### config.mk
export PLATFORM = sky130hd
export DESIGN_NAME = joint_angle_filter_core
export DESIGN_NICKNAME = d
export VERILOG_FILES = /design/src/rtl/jaf_pkg.sv /design/src/rtl/jaf_ram.sv /design/src/rtl/jaf_div.sv /design/src/rtl/jaf_datapath.sv /design/src/rtl/jaf_ctrl.sv /design/src/rtl/joint_angle_filter_core.sv
export SDC_FILE = /design/constraint.sdc
export NUM_CORES = 2
export LEC_CHECK = 0
export BUFFER_PORTS_ARGS = -buffer_cell sky130_fd_sc_hd__buf_2
export CORE_ASPECT_RATIO = 0.8
export CORE_MARGIN = 4
export CORE_UTILIZATION = 55
export CTS_CLUSTER_DIAMETER = 50
export DETAILED_ROUTE_END_ITERATION = 12
export PLACE_DENSITY = 0.71
export SLEW_MARGIN = 20
export SYNTH_ARGS = -nofsm -noshare
export SYNTH_HDL_FRONTEND = slang
export SYNTH_SLANG_ARGS = --single-unit
### constraint.sdc
create_clock -name aclk -period 9.82 [get_ports aclk]
set_input_delay 0 -clock aclk [delete_from_list [all_inputs] [get_ports aclk]]
set_output_delay 0 -clock aclk [all_outputs]
set_load 0.01 [all_outputs]
### src/rtl/jaf_pkg.sv
package jaf_pkg;

    // Window geometry
    localparam int WINDOW = 8;
    localparam int IDX_W  = (WINDOW > 1) ? $clog2(WINDOW) : 1;
    localparam int CNT_W  = $clog2(WINDOW + 1);

    // Field widths
    localparam int POS_W     = 16;
    localparam int ANG_W     = 16;
    localparam int CFG_W     = 16;
    localparam int CFG_IDX_W = 2;
    localparam int SUM_W     = ANG_W + CNT_W;

    // 2pi in Q3.16
    localparam int TAU_W = 19;
    localparam logic [TAU_W-1:0] TAU_Q16 = 19'd411775;

    // Shared divider geometry
    localparam int PROD_W = POS_W + TAU_W;
    localparam int DVD_W  = PROD_W + 1;
    localparam int DVS_W  = CFG_W + 4;
    localparam int Q_W    = 16;

    // Wrap and scale
    localparam int V_W   = 18;
    localparam int SCL_W = V_W + CFG_W;
    localparam logic signed [V_W-1:0] PI_Q12  = 18'sd12868;
    localparam logic signed [V_W-1:0] TAU_Q12 = 18'sd25736;

    typedef enum logic [CFG_IDX_W-1:0] {
        REG_COUNTS = 2'd0,
        REG_OFFSET = 2'd1,
        REG_RATIO  = 2'd2
    } cfg_reg_t;

    typedef enum logic [10:0] {
        ST_IDLE  = 11'b000_0000_0001,
        ST_MUL   = 11'b000_0000_0010,
        ST_CDIV  = 11'b000_0000_0100,
        ST_CWAIT = 11'b000_0000_1000,
        ST_STORE = 11'b000_0001_0000,
        ST_SUM   = 11'b000_0010_0000,
        ST_ADIV  = 11'b000_0100_0000,
        ST_AWAIT = 11'b000_1000_0000,
        ST_WRAP  = 11'b001_0000_0000,
        ST_SCALE = 11'b010_0000_0000,
        ST_OUT   = 11'b100_0000_0000
    } state_t;

    typedef struct packed {
        logic load_in;
        logic mul;
        logic div_start;
        logic div_avg;
        logic store;
        logic sum;
        logic wrap;
        logic scale;
        logic out_load;
    } cmd_t;

    typedef struct packed {
        logic div_done;
        logic sum_done;
    } stat_t;

endpackage

### src/rtl/jaf_ram.sv
module jaf_ram #(
    parameter int WIDTH = 16,
    parameter int DEPTH = 8
) (
    input  logic                                     aclk,
    input  logic                                     we,
    input  logic [((DEPTH > 1) ? $clog2(DEPTH) : 1)-1:0] waddr,
    input  logic [WIDTH-1:0]                         wdata,
    input  logic                                     re,
    input  logic [((DEPTH > 1) ? $clog2(DEPTH) : 1)-1:0] raddr,
    output logic [WIDTH-1:0]                         rdata
);

    logic [WIDTH-1:0] mem [DEPTH];
    logic [WIDTH-1:0] rdata_reg;

    // One write port, one registered read port
    always_ff @(posedge aclk) begin
        if (we) begin
            mem[waddr] <= wdata;
        end
        if (re) begin
            rdata_reg <= mem[raddr];
        end
    end

    assign rdata = rdata_reg;

endmodule

### src/rtl/jaf_div.sv
module jaf_div (
    input  logic                      aclk,
    input  logic                      aresetn,
    input  logic                      start,
    input  logic [jaf_pkg::DVD_W-1:0] dividend,
    input  logic [jaf_pkg::DVS_W-1:0] divisor,
    output logic [jaf_pkg::Q_W-1:0]   quotient,
    output logic                      ovf,
    output logic                      done
);
    import jaf_pkg::*;

    localparam int STEP_W = $clog2(Q_W + 1);

    logic [DVD_W-1:0]  rem_reg, rem_next;
    logic [DVD_W-1:0]  dsr_reg, dsr_next;
    logic [Q_W-1:0]    q_reg, q_next;
    logic              ovf_reg, ovf_next;
    logic [STEP_W-1:0] step_reg, step_next;
    logic              done_reg, done_next;

    // Restoring division, one quotient bit per cycle
    always_comb begin
        rem_next  = rem_reg;
        dsr_next  = dsr_reg;
        q_next    = q_reg;
        ovf_next  = ovf_reg;
        step_next = step_reg;
        done_next = 1'b0;
        if (start) begin
            rem_next  = dividend;
            dsr_next  = DVD_W'({divisor, {(Q_W-1){1'b0}}});
            q_next    = '0;
            ovf_next  = ({1'b0, dividend} >= (DVD_W+1)'({divisor, {Q_W{1'b0}}}));
            step_next = STEP_W'(Q_W);
        end else if (step_reg != '0) begin
            if (rem_reg >= dsr_reg) begin
                rem_next = rem_reg - dsr_reg;
                q_next   = {q_reg[Q_W-2:0], 1'b1};
            end else begin
                q_next   = {q_reg[Q_W-2:0], 1'b0};
            end
            dsr_next  = dsr_reg >> 1;
            step_next = step_reg - 1'b1;
            done_next = (step_reg == STEP_W'(1));
        end
    end

    always_ff @(posedge aclk) begin
        if (!aresetn) begin
            step_reg <= '0;
            done_reg <= 1'b0;
        end else begin
            step_reg <= step_next;
            done_reg <= done_next;
        end
        rem_reg <= rem_next;
        dsr_reg <= dsr_next;
        q_reg   <= q_next;
        ovf_reg <= ovf_next;
    end

    assign quotient = q_reg;
    assign ovf      = ovf_reg;
    assign done     = done_reg;

endmodule

### src/rtl/jaf_datapath.sv
module jaf_datapath (
    input  logic                          aclk,
    input  logic                          aresetn,
    input  logic                          cfg_wr_en,
    input  logic [jaf_pkg::CFG_IDX_W-1:0] cfg_index,
    input  logic [jaf_pkg::CFG_W-1:0]     cfg_wr_data,
    input  logic [jaf_pkg::POS_W-1:0]     s_raw_position,
    input  jaf_pkg::cmd_t                 cmd,
    output jaf_pkg::stat_t                stat,
    output logic signed [jaf_pkg::ANG_W-1:0] m_joint_angle
);
    import jaf_pkg::*;

    localparam logic [CNT_W-1:0] WIN_CNT  = CNT_W'(WINDOW);
    localparam logic [IDX_W-1:0] WIN_LAST = IDX_W'(WINDOW - 1);

    // Configuration registers
    logic [CFG_W-1:0]        cpt_reg;
    logic signed [CFG_W-1:0] offset_reg;
    logic signed [CFG_W-1:0] ratio_reg;

    always_ff @(posedge aclk) begin
        if (!aresetn) begin
            cpt_reg    <= CFG_W'(4096);
            offset_reg <= '0;
            ratio_reg  <= CFG_W'(4096);
        end else if (cfg_wr_en) begin
            case (cfg_reg_t'(cfg_index))
                REG_COUNTS: cpt_reg    <= cfg_wr_data;
                REG_OFFSET: offset_reg <= cfg_wr_data;
                REG_RATIO:  ratio_reg  <= cfg_wr_data;
                default:    ;
            endcase
        end
    end

    // Payload and control registers
    logic [POS_W-1:0]        pos_reg;
    logic [PROD_W-1:0]       prod_reg;
    logic [IDX_W-1:0]        wr_ptr_reg;
    logic [CNT_W-1:0]        seen_reg;
    logic [CNT_W-1:0]        rd_idx_reg;
    logic                    rd_vld_reg;
    logic signed [SUM_W-1:0] sum_reg;
    logic signed [V_W-1:0]   v_reg;
    logic signed [SCL_W-1:0] scl_reg;
    logic signed [ANG_W-1:0] out_reg;

    // Divider hookup
    logic [CFG_W-1:0] cnt_eff;
    logic [DVS_W-1:0] den;
    logic [DVD_W-1:0] conv_dvd;
    logic [SUM_W-1:0] sum_mag;
    logic [DVD_W-1:0] avg_dvd;
    logic [DVD_W-1:0] div_dvd;
    logic [DVS_W-1:0] div_dvs;
    logic [Q_W-1:0]   div_q;
    logic             div_ovf;
    logic             div_done;

    assign cnt_eff  = (cpt_reg == '0) ? CFG_W'(1) : cpt_reg;
    assign den      = {cnt_eff, 4'b0000};
    assign conv_dvd = {1'b0, prod_reg} + DVD_W'(den >> 1);
    assign sum_mag  = sum_reg[SUM_W-1] ? SUM_W'(-sum_reg) : SUM_W'(sum_reg);
    assign avg_dvd  = DVD_W'(sum_mag) + DVD_W'(seen_reg >> 1);
    assign div_dvd  = cmd.div_avg ? avg_dvd : conv_dvd;
    assign div_dvs  = cmd.div_avg ? DVS_W'(seen_reg) : den;

    jaf_div u_div (
        .aclk     (aclk),
        .aresetn  (aresetn),
        .start    (cmd.div_start),
        .dividend (div_dvd),
        .divisor  (div_dvs),
        .quotient (div_q),
        .ovf      (div_ovf),
        .done     (div_done)
    );

    // Converted angle, saturated to the positive Q3.12 limit
    logic [ANG_W-1:0] angle;
    assign angle = (div_ovf || div_q[Q_W-1]) ? {1'b0, {(ANG_W-1){1'b1}}} : ANG_W'(div_q);

    // Window store
    logic             ram_re;
    logic [ANG_W-1:0] ram_rdata;

    assign ram_re = cmd.sum && (rd_idx_reg < seen_reg);

    jaf_ram #(
        .WIDTH (ANG_W),
        .DEPTH (WINDOW)
    ) u_window (
        .aclk  (aclk),
        .we    (cmd.store),
        .waddr (wr_ptr_reg),
        .wdata (angle),
        .re    (ram_re),
        .raddr (rd_idx_reg[IDX_W-1:0]),
        .rdata (ram_rdata)
    );

    // Average sign, offset and single wrap
    logic signed [ANG_W:0] avg;
    logic signed [V_W-1:0] v_sum;
    logic signed [V_W-1:0] v_wrap;

    always_comb begin
        avg   = sum_reg[SUM_W-1] ? -$signed({1'b0, div_q}) : $signed({1'b0, div_q});
        v_sum = V_W'(avg) + V_W'(offset_reg);
        if (v_sum > PI_Q12) begin
            v_wrap = v_sum - TAU_Q12;
        end else if (v_sum < -PI_Q12) begin
            v_wrap = v_sum + TAU_Q12;
        end else begin
            v_wrap = v_sum;
        end
    end

    // Round to nearest, ties toward +inf, on the Q12 drop, then saturate
    logic signed [SCL_W:0]   rnd;
    logic signed [SCL_W:0]   shr;
    logic signed [ANG_W-1:0] sat;

    always_comb begin
        rnd = (SCL_W+1)'(scl_reg) + (SCL_W+1)'(2048);
        shr = rnd >>> 12;
        if (shr > (SCL_W+1)'(32767)) begin
            sat = {1'b0, {(ANG_W-1){1'b1}}};
        end else if (shr < -(SCL_W+1)'(32768)) begin
            sat = {1'b1, {(ANG_W-1){1'b0}}};
        end else begin
            sat = shr[ANG_W-1:0];
        end
    end

    // Control counters
    always_ff @(posedge aclk) begin
        if (!aresetn) begin
            wr_ptr_reg <= '0;
            seen_reg   <= '0;
            rd_idx_reg <= '0;
            rd_vld_reg <= 1'b0;
        end else begin
            rd_vld_reg <= ram_re;
            if (cmd.store) begin
                wr_ptr_reg <= (wr_ptr_reg == WIN_LAST) ? '0 : wr_ptr_reg + 1'b1;
                if (seen_reg < WIN_CNT) begin
                    seen_reg <= seen_reg + 1'b1;
                end
                rd_idx_reg <= '0;
            end else if (ram_re) begin
                rd_idx_reg <= rd_idx_reg + 1'b1;
            end
        end
    end

    // Payload pipeline
    always_ff @(posedge aclk) begin
        if (cmd.load_in) begin
            pos_reg <= s_raw_position;
        end
        if (cmd.mul) begin
            prod_reg <= PROD_W'(pos_reg) * PROD_W'(TAU_Q16);
        end
        if (cmd.store) begin
            sum_reg <= '0;
        end else if (rd_vld_reg) begin
            sum_reg <= sum_reg + SUM_W'($signed(ram_rdata));
        end
        if (cmd.wrap) begin
            v_reg <= v_wrap;
        end
        if (cmd.scale) begin
            scl_reg <= SCL_W'(v_reg) * SCL_W'(ratio_reg);
        end
        if (cmd.out_load) begin
            out_reg <= sat;
        end
    end

    assign stat.div_done  = div_done;
    assign stat.sum_done  = (rd_idx_reg == seen_reg) && !rd_vld_reg;
    assign m_joint_angle  = out_reg;

endmodule

### src/rtl/jaf_ctrl.sv
module jaf_ctrl (
    input  logic           aclk,
    input  logic           aresetn,
    input  logic           s_valid,
    output logic           s_ready,
    output logic           m_valid,
    input  logic           m_ready,
    input  jaf_pkg::stat_t stat,
    output jaf_pkg::cmd_t  cmd
);
    import jaf_pkg::*;

    state_t state_reg, state_next;
    logic   mv_reg, mv_next;

    // Sequence one beat through the datapath
    always_comb begin
        state_next = state_reg;
        mv_next    = mv_reg && !m_ready;
        cmd        = '0;
        case (state_reg)
            ST_IDLE: begin
                if (s_valid) begin
                    cmd.load_in = 1'b1;
                    state_next  = ST_MUL;
                end
            end
            ST_MUL: begin
                cmd.mul    = 1'b1;
                state_next = ST_CDIV;
            end
            ST_CDIV: begin
                cmd.div_start = 1'b1;
                state_next    = ST_CWAIT;
            end
            ST_CWAIT: begin
                if (stat.div_done) begin
                    state_next = ST_STORE;
                end
            end
            ST_STORE: begin
                cmd.store  = 1'b1;
                state_next = ST_SUM;
            end
            ST_SUM: begin
                cmd.sum = 1'b1;
                if (stat.sum_done) begin
                    state_next = ST_ADIV;
                end
            end
            ST_ADIV: begin
                cmd.div_start = 1'b1;
                cmd.div_avg   = 1'b1;
                state_next    = ST_AWAIT;
            end
            ST_AWAIT: begin
                if (stat.div_done) begin
                    state_next = ST_WRAP;
                end
            end
            ST_WRAP: begin
                cmd.wrap   = 1'b1;
                state_next = ST_SCALE;
            end
            ST_SCALE: begin
                cmd.scale  = 1'b1;
                state_next = ST_OUT;
            end
            ST_OUT: begin
                // hold until the output register is free
                if (!mv_reg || m_ready) begin
                    cmd.out_load = 1'b1;
                    mv_next      = 1'b1;
                    state_next   = ST_IDLE;
                end
            end
            default: begin
                state_next = ST_IDLE;
            end
        endcase
    end

    always_ff @(posedge aclk) begin
        if (!aresetn) begin
            state_reg <= ST_IDLE;
            mv_reg    <= 1'b0;
        end else begin
            state_reg <= state_next;
            mv_reg    <= mv_next;
        end
    end

    assign s_ready = (state_reg == ST_IDLE);
    assign m_valid = mv_reg;

endmodule

### src/rtl/joint_angle_filter_core.sv
// Each input beat passes load, multiply, conversion divide, store, window sum, average divide,
// wrap, scale and output; a new beat is taken only once the previous one has left that sequence,
// whose length is set mostly by the two 16-step passes of the shared restoring divider.
// A new beat is taken while the previous result still waits in the output register.
// Reset (aresetn, synchronous, active low) clears the sequencer, counters and
// configuration; window contents stay undefined until written.
module joint_angle_filter_core (
    input  logic                          aclk,
    input  logic                          aresetn,
    input  logic                          cfg_wr_en,
    input  logic [jaf_pkg::CFG_IDX_W-1:0] cfg_index,
    input  logic [jaf_pkg::CFG_W-1:0]     cfg_wr_data,
    input  logic                          s_valid,
    output logic                          s_ready,
    input  logic [jaf_pkg::POS_W-1:0]     s_raw_position,
    output logic                          m_valid,
    input  logic                          m_ready,
    output logic signed [jaf_pkg::ANG_W-1:0] m_joint_angle
);
    import jaf_pkg::*;

    cmd_t  cmd;
    stat_t stat;

    jaf_ctrl u_ctrl (
        .aclk    (aclk),
        .aresetn (aresetn),
        .s_valid (s_valid),
        .s_ready (s_ready),
        .m_valid (m_valid),
        .m_ready (m_ready),
        .stat    (stat),
        .cmd     (cmd)
    );

    jaf_datapath u_dp (
        .aclk           (aclk),
        .aresetn        (aresetn),
        .cfg_wr_en      (cfg_wr_en),
        .cfg_index      (cfg_index),
        .cfg_wr_data    (cfg_wr_data),
        .s_raw_position (s_raw_position),
        .cmd            (cmd),
        .stat           (stat),
        .m_joint_angle  (m_joint_angle)
    );

endmodule

; ---- Word-level counts from Yosys, hierarchy flattened
; Memory sizes are Yosys's and may differ from the RTL's. A register that Yosys moved wholly into a read port is not among the register bits.
; Cells that the tools add are included.
[word_totals]
ramBits = 128
ff_bits = 305
n_memories = 1
in_bits = 39
elab_cells = 133
output_inout_bits = 18
[classes]
eq_ne = 21
mux = 39
mul = 2
n_lt_le_gt_ge = 8
addsub = 14
bitwise = 2
n_reduce_logical = 23
[mem_list]
columns = memory, words, width, read_ports, rd_clocked_by_memory_dff, write_ports, line
row1 = u_dp.u_window.mem, 8, 16, 1, 1, 1, jaf_ram.sv:14  ; logic [WIDTH-1:0] mem [DEPTH];
[op_table]
columns = operator, count
row1 = 36-bit two-way mux, 4
row2 = 11-bit case mux with 11 select lines, 1
row3 = 35-bit two-way mux, 2
row4 = 11-bit two-way mux, 5
row5 = 16-bit two-way mux, 3
row6 = 20-bit two-way mux, 2
row7 = 35-bit by 19-bit adder with 36-bit output, 1
row8 = 36-bit by 35-bit >= comparator with 1-bit output, 1
row9 = 36-bit >= comparator, 1
row10 = 18-bit two-way mux, 2
row11 = 36-bit by 35-bit subtractor with 36-bit output, 1
row12 = "34-bit by 13-bit adder with 35-bit output, second input constant", 1
row13 = "16-bit by 19-bit multiplier with 35-bit output, second input constant", 1
row14 = 18-bit by 16-bit multiplier with 34-bit output, 1
row15 = "23-bit by 16-bit greater-than comparator with 1-bit output, second input constant", 1
row16 = "23-bit by 16-bit less-than comparator with 1-bit output, second input constant", 1
row17 = 20-bit by 3-bit adder with 21-bit output, 1
row18 = 20-bit by 16-bit adder with 20-bit output, 1
row19 = 20-bit negation, 1
row20 = 17-bit by 16-bit adder with 18-bit output, 1
row21 = "18-bit by 16-bit adder with 18-bit output, second input constant", 1
row22 = "18-bit by 15-bit greater-than comparator with 1-bit output, second input constant", 1
row23 = "18-bit by 15-bit less-than comparator with 1-bit output, second input constant", 1
row24 = "18-bit by 16-bit subtractor with 18-bit output, second input constant", 1
row25 = other kinds (40), 73

; ---- Longest topological paths before layout
[depth]
depth_word = 6
mapped_depth = 26
depth_no_buf = 25

; ---- Cells and area by module
; A second synthesis with hierarchy kept.
[unflattened]
hier_cells = 4094
area_unflattened_um2 = 40465.1
[by_module_without_submodules]
columns = mod, cells_per_inst, instances, area_per_inst_um2, seq_area_each_um2
row1 = jaf_datapath, 3008, 1, 27664.0, 4844.6
row2 = jaf_div, 795, 1, 6621.4, 2452.4
row3 = jaf_ram, 214, 1, 5454.0, 4324.1
row4 = jaf_ctrl, 77, 1, 725.7, 240.2

; ---- Worst setup path after synthesis
; No wires, ideal clock.
[synth_path]
path_type = flip-flop to flip-flop
from = register u_dp.ratio_reg[9]
to = register u_dp.scl_reg[33] (data pin)
slack_ps = 3108
synth_period_minus_slack_ps = 6712
setup_time_ps = 260
n_path_buf = 2
stages_incl_launch_ff = 25
t_required_ps = 9560
arrival_time_ps = 6452
path_cell_list = dfxtp_1 > clkbuf_1 > clkbuf_1 > nand2_1 > fa_1 > inv_1 > fa_1 > fa_1 > fa_1 > fa_1 > inv_1 > fa_1 > inv_1 > ha_1 > a21o_1 > a21oi_1 > o21ai_0 > a31oi_1 > o21ai_0 > a211o_1 > a31o_2 > o211a_1 > a311oi_1 > o21bai_1 > xnor2_1
[synth_via]
elab_chain_cells = 1
[synth_lines]
columns = item, line
row1 = "start, declared", jaf_datapath.sv:20  ; logic signed [CFG_W-1:0] ratio_reg;
row2 = "start signal, assigned", jaf_datapath.sv:31  ; REG_RATIO: ratio_reg <= cfg_wr_data;
row3 = 18-bit by 16-bit multiplier with 34-bit output, jaf_datapath.sv:175  ; scl_reg <= SCL_W'(v_reg) * SCL_W'(ratio_reg);
row4 = "end signal, assigned", jaf_datapath.sv:175
row5 = "end, declared", jaf_datapath.sv:46  ; logic signed [SCL_W-1:0] scl_reg;
; Every way passes these cells.
; A chain may end at the register's enable or synchronous reset.

; ---- Final worst setup path
; Same ends and word-level chain as after synthesis.

==> metrics <==
RSZ-0062 raised after global routing false; Final WS setup approximately 2.4 ns; max cap viols 0; Hold Buf Count CTS 38; TritonCTS buffer count 52; Avg Inst Size Synth ~10 sq um; total setup buffers inserted after CTS 0; relative slew slack ~28%; Max Fclk ~140 MHz; worst-margin pin slew ~1.1 ns; final hold viol count 0; Final setup viols 0; dpl ws around 2.6 ns; switching pwr about 5.5 mW; total die area roughly 0.075 sq mm; fin crit share roughly three quarters; Final Max Tran Viols 0; CTS tree done; Worst path most repeated cell fa_1; CORE AREA just over 0.07 sq mm; Power Dens Cells slightly above 300 mW/mm^2; first-pass GRT wire length approximately 150 mm; setup TNS 0 ns; # H-tree levels 2; Tot Pwr approximately 13 mW; vias 27346; R2R setup slack between 2 and 2.5 ns; CP Class reg -> reg; post-CTS resize count 0; largest net degree at the start of global routing 70; Congestion Overflow GR 0; area leader, netlist edfxtp_1; Port Buffers 56; sequential group share of total power 23.2%; Synth cell types between 90 and 100; FFs w/ async S/R, synth 0%; Clock power frac about 15%; most common cell in the synthesized netlist inv_1; Root Driver clkbuf_16; initial DRC count between 2000 and 2500; 1st-pass router iterations 5; io pins between 50 and 60; clk_skew between 0.06 and 0.07 ns; slowest stage cell, crit path dfxtp_1; number of synthesized flops with an enable pin 309; final net count 4721; outcome complete, no violations; gpl congestion a little over 0.9; die height 246 um; Pint around 7.4 mW; Slowest Stage Delay on Critical Path approximately 0.79 ns; vias per inst roughly 5.6; Starting Density 55.5%; Post-Synthesis Cells 3893; Peak VDD IR 0.000715 V; min Tclk post-route around 7.4 ns; Synth Flop Type edfxtp_1; clock buffer depth 3; Seq cells post-synth 438; Total Wirelength between 80 and 90 mm; Area growth, synth to finish 8.69%; leakage power 18.7 nW; initial antenna violation count 1; Critical Path AT approximately 7.7 ns; Reg clk slew, reported paths 0.06 ns; number of diodes 0; width of the chip between 300 and 400 um; logic gate share of total power roughly 60%; layout cells sized above 1 under 10%; Final HPWL DP approximately 67 mm; share of the synthesized area in the top cell type between 20% and 30%; worst-path maximum fanout 19; Worst EP required 10.14 ns; final cell count without fillers 4919; Antenna Nets Post-Route 0; Synth Cell Area around 0.039 sq mm; CP Launch Type flip-flop; placement row count 87; synth top area cells edfxtp_1 (24%), fa_1 (20%), ha_1 (12%); WL per Instance between 15 and 20 um; CP cell instances nand2_1, fa_1, inv_1, fa_1, fa_1, fa_1, fa_1, inv_1, fa_1, inv_1, ha_1, a21o_1, a21oi_1, o21ai_0, a31oi_1, o21ai_0, a211o_1, a31o_2, o211a_1, a311oi_1, o21bai_1, xnor2_1; CP endpoint kind flip-flop; YS warnings 0; residual DRC count 0; top post-synthesis cells by count inv_1 (602), nand2_1 (426), fa_1 (381); sequential element share of the synthesized area between 30% and 40%; worst min-delay path class in -> reg; max FFs per register between 100 and 150; vias in the first global route around 27000; Clk Latency, worst-skew pair between 0.6 and 0.7 ns; # clock sinks between 400 and 500; Final Util roughly three fifths; Placed Cells around 4800; Total GRT Usage 23.9%; Sw Ratio between 40% and 50%
cell usage in the layout, fill, tap and decap left out, drive strengths merged, types with 11 or more instances in the layout:
cell type	count
clkinv	25
o31ai	14
nand2	427
dfxtp	129
nand4	30
fa	381
nand3	44
o21bai	19
a211oi	14
nor2b	26
xor2	81
and3	22
nor4	15
and2	149
a21o	69
nand3b	13
edfxtp	309
nor3	48
nor2	187
a21boi	53
or2	11
or3	28
inv	616
a22o	15
mux2i	15
nand2b	30
xnor2	149
clkbuf	57
o21a	33
a31oi	25
o21ai	113
a21oi	168
nor3b	11
ha	360
buf	84
o22ai	18
mux4	32
mux2	19
dlygate4sd3	38
critical path, delay by kind of cell, from the launching register on:
family,cells,cell delay (ns)
adders and majority gates,7,3.48
buffers and inverters,3,0.15
and+or+nand+nor,1,0.17
DFF,1,0.79
xor gates and xnor gates,1,0.14
AOI/OAI and AO/OA,10,2.33
routing by layer:
| metal | track usage (%) | vias up | routed length (um) |
|---|---|---|---|
| li1 | - | 13073 | - |
| met1 | 36.3 | 13431 | 42000 |
| met2 | 35.7 | 721 | 37900 |
| met3 | 4.36 | 121 | 6140 |
| met4 | 5.50 | 0 | 1920 |
| met5 | 0 | - | 0 |
power by group through the flow:
| stage | logic [mW] | clock network [mW] | registers, mW |
|---|---|---|---|
| 6_report | 7.96 | 1.97 | 2.99 |
| 5_1_grt | 9.13 | 2.10 | 3.02 |
| 4_1_cts | 7.99 | 2.02 | 2.99 |
| 3_5_place_dp | 7.92 | 0 | 3.03 |
| 3_3_place_gp | 7.80 | 0 | 3.02 |
| 2_1_floorplan | 6.32 | 0 | 2.95 |
metrics by stage:
stage          instance area (sq um)  hold WS (ns)
6_report                       42500        0.0699
4_1_cts                        42500        0.0134
3_3_place_gp                   40300         0.176
5_1_grt                        42500        0.0560
2_1_floorplan                  39100        0.0989
3_5_place_dp                   40300         0.178
final cells by class:
| class | instances | area [sq um] |
|---|---|---|
| fillers | 5879 | 27900 |
| clock inverters | 41 | 402 |
| multi-input cells | 2721 | 24500 |
| flip-flops and latches | 438 | 11900 |
| clock buffers | 57 | 1380 |
| inverters | 606 | 2270 |
| well taps | 934 | 1170 |
| repair buffers | 122 | 871 |
cells by family after synthesis:
group	count (synthesis)	synth area share [%]
mux	66	2.77
buf+inv	741	7.13
fa+ha+maj	741	31.0
other cells	1	0.00959
xor+xnor	230	5.23
compound gates	612	10.3
simple gates	1064	13.2
flops	438	30.3
path summary, 6_finish.rpt:
path              cells past startpoint                          endpoint                              from
setup / recovery                     22        u_dp.scl_reg[33]$_DFFE_PN_    u_dp.ratio_reg[9]$_SDFFE_PN0P_
hold / removal                        5     u_dp.cpt_reg[15]$_SDFFE_PN0P_                         cfg_wr_en
setup reg to reg                     22        u_dp.scl_reg[33]$_DFFE_PN_    u_dp.ratio_reg[9]$_SDFFE_PN0P_
hold reg to reg                       2  u_dp.offset_reg[12]$_SDFFE_PN0P_  u_dp.offset_reg[12]$_SDFFE_PN0P_
No activity file was read; power rests on OpenSTA's default activity.
